--- config.mk ---
export PLATFORM = sky130hd
export DESIGN_NAME = touchpad_relative_cursor_tracker_top
export DESIGN_NICKNAME = d
export VERILOG_FILES = /design/src/rtl/tcur_pkg.sv /design/src/rtl/touchpad_relative_cursor_tracker_top.sv /design/src/rtl/tcur_cfg.sv /design/src/rtl/tcur_div.sv
export SDC_FILE = /design/constraint.sdc
export NUM_CORES = 1
export LEC_CHECK = 0
export BUFFER_PORTS_ARGS = -buffer_cell sky130_fd_sc_hd__buf_4
export CORE_UTILIZATION = 60
export CTS_CLUSTER_SIZE = 14
export DETAILED_ROUTE_END_ITERATION = 8
export PLACE_DENSITY = 0.9
export RECOVER_POWER = 25
export SYNTH_ARGS = -nofsm -noshare
export SYNTH_HDL_FRONTEND = slang
export SYNTH_SLANG_ARGS = --single-unit
--- constraint.sdc ---
create_clock -name clk -period 9.55 [get_ports clk]
set_input_delay 0.4775 -clock clk [delete_from_list [all_inputs] [get_ports clk]]
set_output_delay 0.4775 -clock clk [all_outputs]
set_load 0.005 [all_outputs]
--- src/rtl/tcur_pkg.sv ---
// Package for the touchpad relative cursor tracker.
// Holds the sequencer state type, register index codes and divider status.
// No dependencies.
package tcur_pkg;

  // APB address width: six 32-bit registers at byte address 4*i
  localparam int unsigned APB_AW = 5;

  // Register index codes (paddr[4:2])
  localparam logic [2:0] CFG_PAD_WIDTH   = 3'd0;
  localparam logic [2:0] CFG_PAD_HEIGHT  = 3'd1;
  localparam logic [2:0] CFG_SCREEN_COLS = 3'd2;
  localparam logic [2:0] CFG_SCREEN_ROWS = 3'd3;
  localparam logic [2:0] CFG_START_X     = 3'd4;
  localparam logic [2:0] CFG_START_Y     = 3'd5;

  // Sequencer states
  typedef enum logic [2:0] {
    ST_IDLE,
    ST_MUL,
    ST_START,
    ST_WAIT,
    ST_APPLY,
    ST_FIN
  } state_t;

  // Divider status seen by the sequencer
  typedef struct packed {
    logic busy;
    logic done;
  } div_stat_t;

endpackage

--- src/rtl/touchpad_relative_cursor_tracker_top.sv ---
// Touchpad relative cursor tracker, top level.
// A tracked sample (contact held) runs the sequencer states MUL, START, WAIT and APPLY
//   once per axis, x then y, with the bit-serial divider running in WAIT, then FIN; any
//   other sample goes from IDLE straight to FIN. FIN loads the result word when the output
//   is free, and a new sample is accepted only once the sequencer is back in IDLE.
// Reset (rst, synchronous): configuration registers to reset values, cursor at 0,0, no contact, idle.
module touchpad_relative_cursor_tracker_top #(
  parameter int PAD_BITS    = 12,
  parameter int SCREEN_BITS = 10
) (
  input  logic                                       clk,
  input  logic                                       rst,
  // input words
  input  logic                                       s_tvalid,
  output logic                                       s_tready,
  input  logic [((2*PAD_BITS + 7) / 8) * 8 - 1:0]    s_tdata,  // pad_x, pad_y, zero fill
  input  logic [0:0]                                 s_tuser,  // touching
  // result words
  output logic                                       m_tvalid,
  input  logic                                       m_tready,
  output logic [((2*SCREEN_BITS + 7) / 8) * 8 - 1:0] m_tdata,  // cursor_x, cursor_y, zero fill
  output logic [0:0]                                 m_tuser,  // moved
  // configuration
  input  logic                                       psel,
  input  logic                                       penable,
  input  logic                                       pwrite,
  input  logic [tcur_pkg::APB_AW-1:0]                paddr,
  input  logic [31:0]                                pwdata,
  output logic [31:0]                                prdata,
  output logic                                       pready
);

  localparam int OUT_W = ((2*SCREEN_BITS + 7) / 8) * 8;
  localparam int Q_W   = PAD_BITS + SCREEN_BITS;   // |scaled| magnitude
  localparam int SC_W  = Q_W + 1;                  // signed scaled value
  localparam logic [PAD_BITS:0]    PAD_MAX = {1'b1, {PAD_BITS{1'b0}}};
  localparam logic [SCREEN_BITS:0] SCR_MAX = {1'b1, {SCREEN_BITS{1'b0}}};

  // config
  logic [PAD_BITS:0]      pad_width, pad_height;
  logic [SCREEN_BITS:0]   screen_cols, screen_rows;
  logic                   reload;
  logic [SCREEN_BITS-1:0] load_x, load_y;

  // tracking state
  tcur_pkg::state_t              state, state_next;
  logic                          in_contact;
  logic [SCREEN_BITS-1:0]        pos_x, pos_y;
  logic [PAD_BITS-1:0]           prev_x, prev_y;
  logic signed [PAD_BITS:0]      carry_x, carry_y;
  logic [PAD_BITS-1:0]           rx, ry;
  logic                          axis;
  logic                          moved;
  logic signed [SC_W-1:0]        scaled;

  // sequencer outputs
  logic                          div_start;
  logic                          out_load;
  logic                          accept;

  // divider
  tcur_pkg::div_stat_t           div_st;
  logic [Q_W-1:0]                div_quo;
  logic [PAD_BITS:0]             div_rem;
  logic [Q_W-1:0]                div_dvd;

  // datapath
  logic [PAD_BITS:0]             pw, ph, pad_sel;
  logic [SCREEN_BITS:0]          sw, sh, scr_sel, scr_dec;
  logic [SCREEN_BITS-1:0]        scr_m1, pos_sel, new_pos;
  logic                          sizes_ok, go_track;
  logic signed [PAD_BITS:0]      dx, dy, d_sel, carry_sel, r_s, new_carry;
  logic signed [SC_W:0]          prod, scaled_sum;
  logic [SC_W-1:0]               mag;
  logic                          neg;
  logic signed [Q_W:0]           q_s;
  logic signed [Q_W+1:0]         nxt;
  logic                          too_low, too_high;

  tcur_cfg #(
    .PAD_BITS    (PAD_BITS),
    .SCREEN_BITS (SCREEN_BITS)
  ) u_cfg (
    .clk         (clk),
    .rst         (rst),
    .psel        (psel),
    .penable     (penable),
    .pwrite      (pwrite),
    .paddr       (paddr),
    .pwdata      (pwdata),
    .prdata      (prdata),
    .pready      (pready),
    .pad_width   (pad_width),
    .pad_height  (pad_height),
    .screen_cols (screen_cols),
    .screen_rows (screen_rows),
    .reload      (reload),
    .load_x      (load_x),
    .load_y      (load_y)
  );

  tcur_div #(
    .DVD_W (Q_W),
    .DVS_W (PAD_BITS + 1)
  ) u_div (
    .clk       (clk),
    .rst       (rst),
    .start     (div_start),
    .dividend  (div_dvd),
    .divisor   (pad_sel),
    .stat      (div_st),
    .quotient  (div_quo),
    .remainder (div_rem)
  );

  // effective sizes, oversized values saturate
  always_comb begin
    pw       = (pad_width   > PAD_MAX) ? PAD_MAX : pad_width;
    ph       = (pad_height  > PAD_MAX) ? PAD_MAX : pad_height;
    sw       = (screen_cols > SCR_MAX) ? SCR_MAX : screen_cols;
    sh       = (screen_rows > SCR_MAX) ? SCR_MAX : screen_rows;
    sizes_ok = (pw != '0) && (ph != '0) && (sw != '0) && (sh != '0);
    go_track = sizes_ok && s_tuser[0] && in_contact;
    accept   = s_tvalid && s_tready;
  end

  // per-axis operand select; y delta is inverted
  always_comb begin
    dx        = $signed({1'b0, rx}) - $signed({1'b0, prev_x});
    dy        = $signed({1'b0, prev_y}) - $signed({1'b0, ry});
    d_sel     = axis ? dy : dx;
    carry_sel = axis ? carry_y : carry_x;
    pad_sel   = axis ? ph : pw;
    scr_sel   = axis ? sh : sw;
    pos_sel   = axis ? pos_y : pos_x;
    scr_dec   = scr_sel - 1'b1;
    scr_m1    = scr_dec[SCREEN_BITS-1:0];
  end

  // scale: delta * (size - 1) + residual
  always_comb begin
    prod       = (SC_W+1)'(d_sel) * $signed({{(PAD_BITS+2){1'b0}}, scr_m1});
    scaled_sum = prod + (SC_W+1)'(carry_sel);
  end

  // magnitude into the divider, sign applied afterwards
  always_comb begin
    neg     = scaled[SC_W-1];
    mag     = neg ? -scaled : scaled;
    div_dvd = mag[Q_W-1:0];
  end

  // truncating quotient/remainder, move and clamp
  always_comb begin
    q_s      = neg ? -$signed({1'b0, div_quo}) : $signed({1'b0, div_quo});
    r_s      = neg ? -$signed(div_rem) : $signed(div_rem);
    nxt      = $signed({{(PAD_BITS+2){1'b0}}, pos_sel}) + (Q_W+2)'(q_s);
    too_low  = nxt[Q_W+1];
    too_high = nxt >= $signed({{(PAD_BITS+1){1'b0}}, scr_sel});
    if (too_low) begin
      new_pos   = '0;
      new_carry = '0;
    end else if (too_high) begin
      new_pos   = scr_m1;
      new_carry = '0;
    end else begin
      new_pos   = nxt[SCREEN_BITS-1:0];
      new_carry = r_s;
    end
  end

  // next state
  always_comb begin
    state_next = state;
    case (state)
      tcur_pkg::ST_IDLE:  if (accept) state_next = go_track ? tcur_pkg::ST_MUL
                                                             : tcur_pkg::ST_FIN;
      tcur_pkg::ST_MUL:   state_next = tcur_pkg::ST_START;
      tcur_pkg::ST_START: state_next = tcur_pkg::ST_WAIT;
      tcur_pkg::ST_WAIT:  if (div_st.done) state_next = tcur_pkg::ST_APPLY;
      tcur_pkg::ST_APPLY: state_next = axis ? tcur_pkg::ST_FIN : tcur_pkg::ST_MUL;
      tcur_pkg::ST_FIN:   if (out_load) state_next = tcur_pkg::ST_IDLE;
      default:            state_next = tcur_pkg::ST_IDLE;
    endcase
  end

  // sequencer outputs
  always_comb begin
    s_tready  = (state == tcur_pkg::ST_IDLE);
    div_start = (state == tcur_pkg::ST_START) && !div_st.busy;
    out_load  = (state == tcur_pkg::ST_FIN) && (!m_tvalid || m_tready);
  end

  always_ff @(posedge clk) begin
    if (rst) state <= tcur_pkg::ST_IDLE;
    else     state <= state_next;
  end

  // tracking state update
  always_ff @(posedge clk) begin
    if (rst) begin
      in_contact <= 1'b0;
      pos_x      <= '0;
      pos_y      <= '0;
      prev_x     <= '0;
      prev_y     <= '0;
      carry_x    <= '0;
      carry_y    <= '0;
    end else if (reload) begin
      in_contact <= 1'b0;
      pos_x      <= load_x;
      pos_y      <= load_y;
      prev_x     <= '0;
      prev_y     <= '0;
      carry_x    <= '0;
      carry_y    <= '0;
    end else if (accept && sizes_ok && !go_track) begin
      // release, or first sample of a contact
      carry_x    <= '0;
      carry_y    <= '0;
      in_contact <= s_tuser[0];
      if (s_tuser[0]) begin
        prev_x <= s_tdata[PAD_BITS-1:0];
        prev_y <= s_tdata[2*PAD_BITS-1:PAD_BITS];
      end
    end else if (state == tcur_pkg::ST_APPLY) begin
      if (axis) begin
        pos_y   <= new_pos;
        carry_y <= new_carry;
        prev_x  <= rx;
        prev_y  <= ry;
      end else begin
        pos_x   <= new_pos;
        carry_x <= new_carry;
      end
    end
  end

  // per-sample working registers
  always_ff @(posedge clk) begin
    if (accept) begin
      rx    <= s_tdata[PAD_BITS-1:0];
      ry    <= s_tdata[2*PAD_BITS-1:PAD_BITS];
      axis  <= 1'b0;
      moved <= 1'b0;
    end else if (state == tcur_pkg::ST_APPLY) begin
      axis  <= 1'b1;
      moved <= moved | (new_pos != pos_sel);
    end
    if (state == tcur_pkg::ST_MUL) scaled <= scaled_sum[SC_W-1:0];
  end

  // output register
  always_ff @(posedge clk) begin
    if (rst) begin
      m_tvalid <= 1'b0;
    end else if (out_load) begin
      m_tvalid <= 1'b1;
    end else if (m_tready) begin
      m_tvalid <= 1'b0;
    end
  end

  always_ff @(posedge clk) begin
    if (out_load) begin
      m_tdata    <= OUT_W'({pos_y, pos_x});
      m_tuser[0] <= moved;
    end
  end

endmodule

--- src/rtl/tcur_cfg.sv ---
// APB register file of the cursor tracker: pad and screen sizes, start point.
// Flags a reload of the cursor when a start register is written.
// Depends on tcur_pkg.
module tcur_cfg #(
  parameter int PAD_BITS    = 12,
  parameter int SCREEN_BITS = 10
) (
  input  logic                        clk,
  input  logic                        rst,
  input  logic                        psel,
  input  logic                        penable,
  input  logic                        pwrite,
  input  logic [tcur_pkg::APB_AW-1:0] paddr,
  input  logic [31:0]                 pwdata,
  output logic [31:0]                 prdata,
  output logic                        pready,
  output logic [PAD_BITS:0]           pad_width,
  output logic [PAD_BITS:0]           pad_height,
  output logic [SCREEN_BITS:0]        screen_cols,
  output logic [SCREEN_BITS:0]        screen_rows,
  output logic                        reload,
  output logic [SCREEN_BITS-1:0]      load_x,
  output logic [SCREEN_BITS-1:0]      load_y
);

  logic [SCREEN_BITS-1:0] start_x;
  logic [SCREEN_BITS-1:0] start_y;
  logic [2:0]             idx;
  logic                   wr_en;

  assign pready = 1'b1;
  assign idx    = paddr[tcur_pkg::APB_AW-1:2];
  assign wr_en  = psel & penable & pwrite;

  // register writes
  always_ff @(posedge clk) begin
    if (rst) begin
      pad_width   <= (PAD_BITS+1)'(4096);
      pad_height  <= (PAD_BITS+1)'(4096);
      screen_cols <= (SCREEN_BITS+1)'(320);
      screen_rows <= (SCREEN_BITS+1)'(240);
      start_x     <= '0;
      start_y     <= '0;
    end else if (wr_en) begin
      case (idx)
        tcur_pkg::CFG_PAD_WIDTH:   pad_width   <= pwdata[PAD_BITS:0];
        tcur_pkg::CFG_PAD_HEIGHT:  pad_height  <= pwdata[PAD_BITS:0];
        tcur_pkg::CFG_SCREEN_COLS: screen_cols <= pwdata[SCREEN_BITS:0];
        tcur_pkg::CFG_SCREEN_ROWS: screen_rows <= pwdata[SCREEN_BITS:0];
        tcur_pkg::CFG_START_X:     start_x     <= pwdata[SCREEN_BITS-1:0];
        tcur_pkg::CFG_START_Y:     start_y     <= pwdata[SCREEN_BITS-1:0];
        default: ;
      endcase
    end
  end

  // reload: start point as it stands after this write
  always_comb begin
    reload = wr_en && (idx == tcur_pkg::CFG_START_X || idx == tcur_pkg::CFG_START_Y);
    load_x = (idx == tcur_pkg::CFG_START_X) ? pwdata[SCREEN_BITS-1:0] : start_x;
    load_y = (idx == tcur_pkg::CFG_START_Y) ? pwdata[SCREEN_BITS-1:0] : start_y;
  end

  // read mux
  always_comb begin
    case (idx)
      tcur_pkg::CFG_PAD_WIDTH:   prdata = 32'(pad_width);
      tcur_pkg::CFG_PAD_HEIGHT:  prdata = 32'(pad_height);
      tcur_pkg::CFG_SCREEN_COLS: prdata = 32'(screen_cols);
      tcur_pkg::CFG_SCREEN_ROWS: prdata = 32'(screen_rows);
      tcur_pkg::CFG_START_X:     prdata = 32'(start_x);
      tcur_pkg::CFG_START_Y:     prdata = 32'(start_y);
      default:                   prdata = '0;
    endcase
  end

endmodule

--- src/rtl/tcur_div.sv ---
// Shared restoring divider, one quotient bit per cycle, unsigned operands.
// Used for the x and then the y axis of each tracked sample.
// Depends on tcur_pkg.
module tcur_div #(
  parameter int DVD_W = 22,
  parameter int DVS_W = 13
) (
  input  logic                 clk,
  input  logic                 rst,
  input  logic                 start,
  input  logic [DVD_W-1:0]     dividend,
  input  logic [DVS_W-1:0]     divisor,
  output tcur_pkg::div_stat_t  stat,
  output logic [DVD_W-1:0]     quotient,
  output logic [DVS_W-1:0]     remainder
);

  localparam int CNT_W = $clog2(DVD_W + 1);

  logic [CNT_W-1:0] cnt;
  logic             busy;
  logic             done;
  logic [DVS_W:0]   shifted;
  logic [DVS_W:0]   diff;
  logic             ge;

  // one trial subtract per cycle
  always_comb begin
    shifted = {remainder, quotient[DVD_W-1]};
    ge      = shifted >= {1'b0, divisor};
    diff    = shifted - {1'b0, divisor};
  end

  always_ff @(posedge clk) begin
    if (rst) begin
      busy <= 1'b0;
      done <= 1'b0;
      cnt  <= '0;
    end else begin
      done <= 1'b0;
      if (start) begin
        busy <= 1'b1;
        cnt  <= CNT_W'(DVD_W);
      end else if (busy) begin
        cnt <= cnt - 1'b1;
        if (cnt == CNT_W'(1)) begin
          busy <= 1'b0;
          done <= 1'b1;
        end
      end
    end
  end

  // quotient shifts in as dividend bits shift out
  always_ff @(posedge clk) begin
    if (start) begin
      quotient  <= dividend;
      remainder <= '0;
    end else if (busy) begin
      quotient  <= {quotient[DVD_W-2:0], ge};
      remainder <= ge ? diff[DVS_W-1:0] : shifted[DVS_W-1:0];
    end
  end

  assign stat.busy = busy;
  assign stat.done = done;

endmodule

==> results.py <==
metrics = {
    "cells_and_area": {
        "area_delta_synth_final_pct": 7.758,
        "layout.cells.non_filler": 2913,
        "fillerInstances": 2590,
        "diodes": 0,
        "final_common_cell": "nand2_1",
        "layout-drive-gt1-share": 0.07546,
        "final_cell_mix": "nand2_1, inv_1, nor2_1",
        "nNetsFinal": 2766,
    },
    "drt": {
        "first_iter_violations": 1920,
        "viasPerCell": 6.133,
        "drc": 0,
        "firstDrtPassIters": 6,
        "wire_per_inst_um": 19.20,
        "via_count": 17865,
        "drt_wl_total_um": 55930,
        "ant_nets": 0,
    },
    "setup_path": {
        "path_buf_inv": 5,
        "crit_path_end_kind": "register",
        "crit_arrival_ns": 8.73,
        "cpMostUsedCell": "fa_1",
        "rr_endpoint": "scaled[21]",
        "crit_required_ns": 9.84,
        "crit_path_max_fanout": 25,
        "crit_path_end": "scaled[21]",
        "r2r-start": "axis",
        "r2r_slack_ns": 1.10,
        "critPathSlowestCell": "dfxtp_1",
        "setup.worst_path.class": "register to register",
        "crit_family": "adder cells",
        "reg2reg_depth": 25,
        "crit_start": "axis",
        "worst-path-stages": 25,
        "start_kind": "register",
        "slowest_delay_ns": 1.06,
    },
    "synth": {
        "synthCells": 2428,
        "synth_seq_cells": 255,
        "synth.cell_area_sq_um": 20810,
        "ys.flop_type": "dfxtp_1",
        "avgSynthCellArea_sq_um": 8.569,
        "synth_warnings": 0,
        "yosysUniqueCellTypes": 83,
        "yosysTopAreaCellShare": 0.1588,
        "synthTopCellsByArea": "dfxtp_1, edfxtp_1, fa_1",
        "synth_area_leader_cell": "dfxtp_1",
        "yosysSeqAreaShare": 0.2887,
        "synth_edf_count": 90,
        "synthArstFlopShare": 0,
    },
    "timing": {
        "slew_headroom": -0.2797,
        "setup_viol": 0,
        "finClkSkew_ns": 0.01439,
        "rsz0062_at_grt": "no",
        "min_period_ns": 8.446,
        "fmax_mhz": 118.4,
        "fin_crit_sh": 0.8843,
        "setup_tns_ns": 0,
        "tightest_slew_ns": 1.920,
        "finalHoldViolCount": 0,
        "maxSlewViolCount": 33,
    },
    "global_routing": {
        "grt_util_met1": 0.3931,
        "overflow": 0,
        "grt-busiest-layer": "met2",
        "grt_pass1_wl_um": 88950,
        "grt_max_degree": 75,
        "use_met2": 0.5234,
        "met3_usage": 0.05196,
        "first_global_vias": 17425,
        "antenna_found_initial": 0,
        "grt_util_all_layers": 0.3127,
    },
    "clock_tree": {
        "cts_sinks": 255,
        "insertion_delay_ns": 0.55,
        "cts_root_buf": "clkbuf_16",
        "clkTransAtPathRegs_ns": 0.06,
        "cts_buffers": 27,
        "cts_buffer_depth": 3,
        "post-cts-setup-buffers": 0,
        "post_cts_resized": 0,
        "tritoncts": "done",
        "htree_levels": 1,
        "postCtsHoldBufs": 0,
    },
    "floorplan": {
        "dieArea_sq_um": 35420,
        "ios": 129,
        "rows": 67,
        "start_util": 0.6159,
        "core-area_sq_um": 33780,
        "die_h_um": 188.2,
        "die-width_um": 188.2,
    },
    "status": {
        "outcome": "complete, but fails checks",
        "violations": "capacitance limit, slew limit",
    },
    "worst_hold_path": {
        "hold_path_class": "primary input to register",
    },
    "placement": {
        "hpwl_um": 42100,
        "port_buffers": 83,
        "dp.cells": 2864,
        "gp_congestion": 0.9803,
    },
    "job": {
        "max_cap_violations": 1,
    },
}
==> registers in the layout (all words and copies together), names as in the netlist, 12 cells and up <==
signal	count
u_cfg.pad_height	13
ry	12
u_cfg.pad_width	13
carry_x	13
rx	12
m_tdata	20
u_div.remainder	13
u_div.quotient	22
carry_y	13
prev_x	12
scaled	23
prev_y	12
==> metrics by stage <==
| step | util | hold WS (ns) | cell area, sq um | setup slack, ns |
|---|---|---|---|---|
| floorplan | - | 0.4212 | 20890 | 2.386 |
| global placement | 0.6405 | 0.4400 | 21640 | 1.748 |
| detailed placement | 0.6405 | 0.4465 | 21640 | 1.440 |
| CTS | 0.6650 | 0.1016 | 22470 | 1.400 |
| global route | 0.6636 | 0.1274 | 22420 | 0.6433 |
| finish | 0.6636 | 0.1425 | 22420 | 1.104 |
==> logic make-up after synthesis <==
family,Yosys count,synth area share
simple gates,787,0.1757
other cells,2,0.0003610
fa+ha+maj,252,0.2003
mux,103,0.05346
compound gates,484,0.1499
xor+xnor,118,0.04967
buf+inv,427,0.08196
flops,255,0.2887
==> final cells by class <==
type / count / area, sq um / share of cell area
clock inverters: 11 / 70.07 / 0.003125
inverters: 286 / 1074 / 0.04788
repair buffers: 107 / 762.0 / 0.03399
well taps: 448 / 560.5 / 0.02500
clock buffers: 38 / 758.2 / 0.03382
flip-flops and latches: 255 / 6006 / 0.2679
multi-input cells: 1768 / 13190 / 0.5883
==> synthesized netlist by cell type, types with 6 or more instances <==
library cell	count
or4_1	6
or3_1	19
a21o_1	15
nand2_1	338
o21ai_0	99
a22oi_1	19
buf_4	25
fa_1	135
nor2_1	182
dfxtp_1	165
and2_1	25
a211oi_1	57
buf_1	18
nand2b_1	35
a31oi_1	11
nand3_1	33
nor4_1	14
a21oi_1	142
o221ai_1	7
nor3_1	32
clkbuf_1	96
mux2i_1	74
ha_1	117
inv_1	286
nand4_1	12
mux2_2	25
xnor2_1	85
o31ai_1	16
o211ai_1	7
or2_2	6
a22o_1	10
xor2_1	33
nor3b_1	11
o21a_1	8
o22ai_1	9
and3_1	13
a311oi_1	15
nand3b_1	12
nor2b_1	31
a21boi_0	11
o21ai_1	6
edfxtp_1	90
==> layer usage <==
| metal | wire length (um) | share of wire |
|---|---|---|
| met5 | 0 | 0 |
| met4 | 2743 | 0.049 |
| met3 | 5152 | 0.092 |
| met2 | 26640 | 0.48 |
| met1 | 21400 | 0.38 |
==> how the worst min path moves through the flow <==
stage,from,end,slack (ns),depth (start not counted)
after floorplan,moved,m_tuser,0.42,0
after global placement,pos_x[9],m_tdata[9],0.44,0
after detailed placement,carry_x[5],carry_x[5],0.45,2
after CTS,s_tdata[3],rx[3],0.10,1
after global routing,s_tdata[12],ry[0],0.13,1
final,s_tdata[17],ry[5],0.14,1
Power is left out: the tool's default activity adds up to more than one toggle a clock period on the data nets, which glitch-free logic cannot reach.
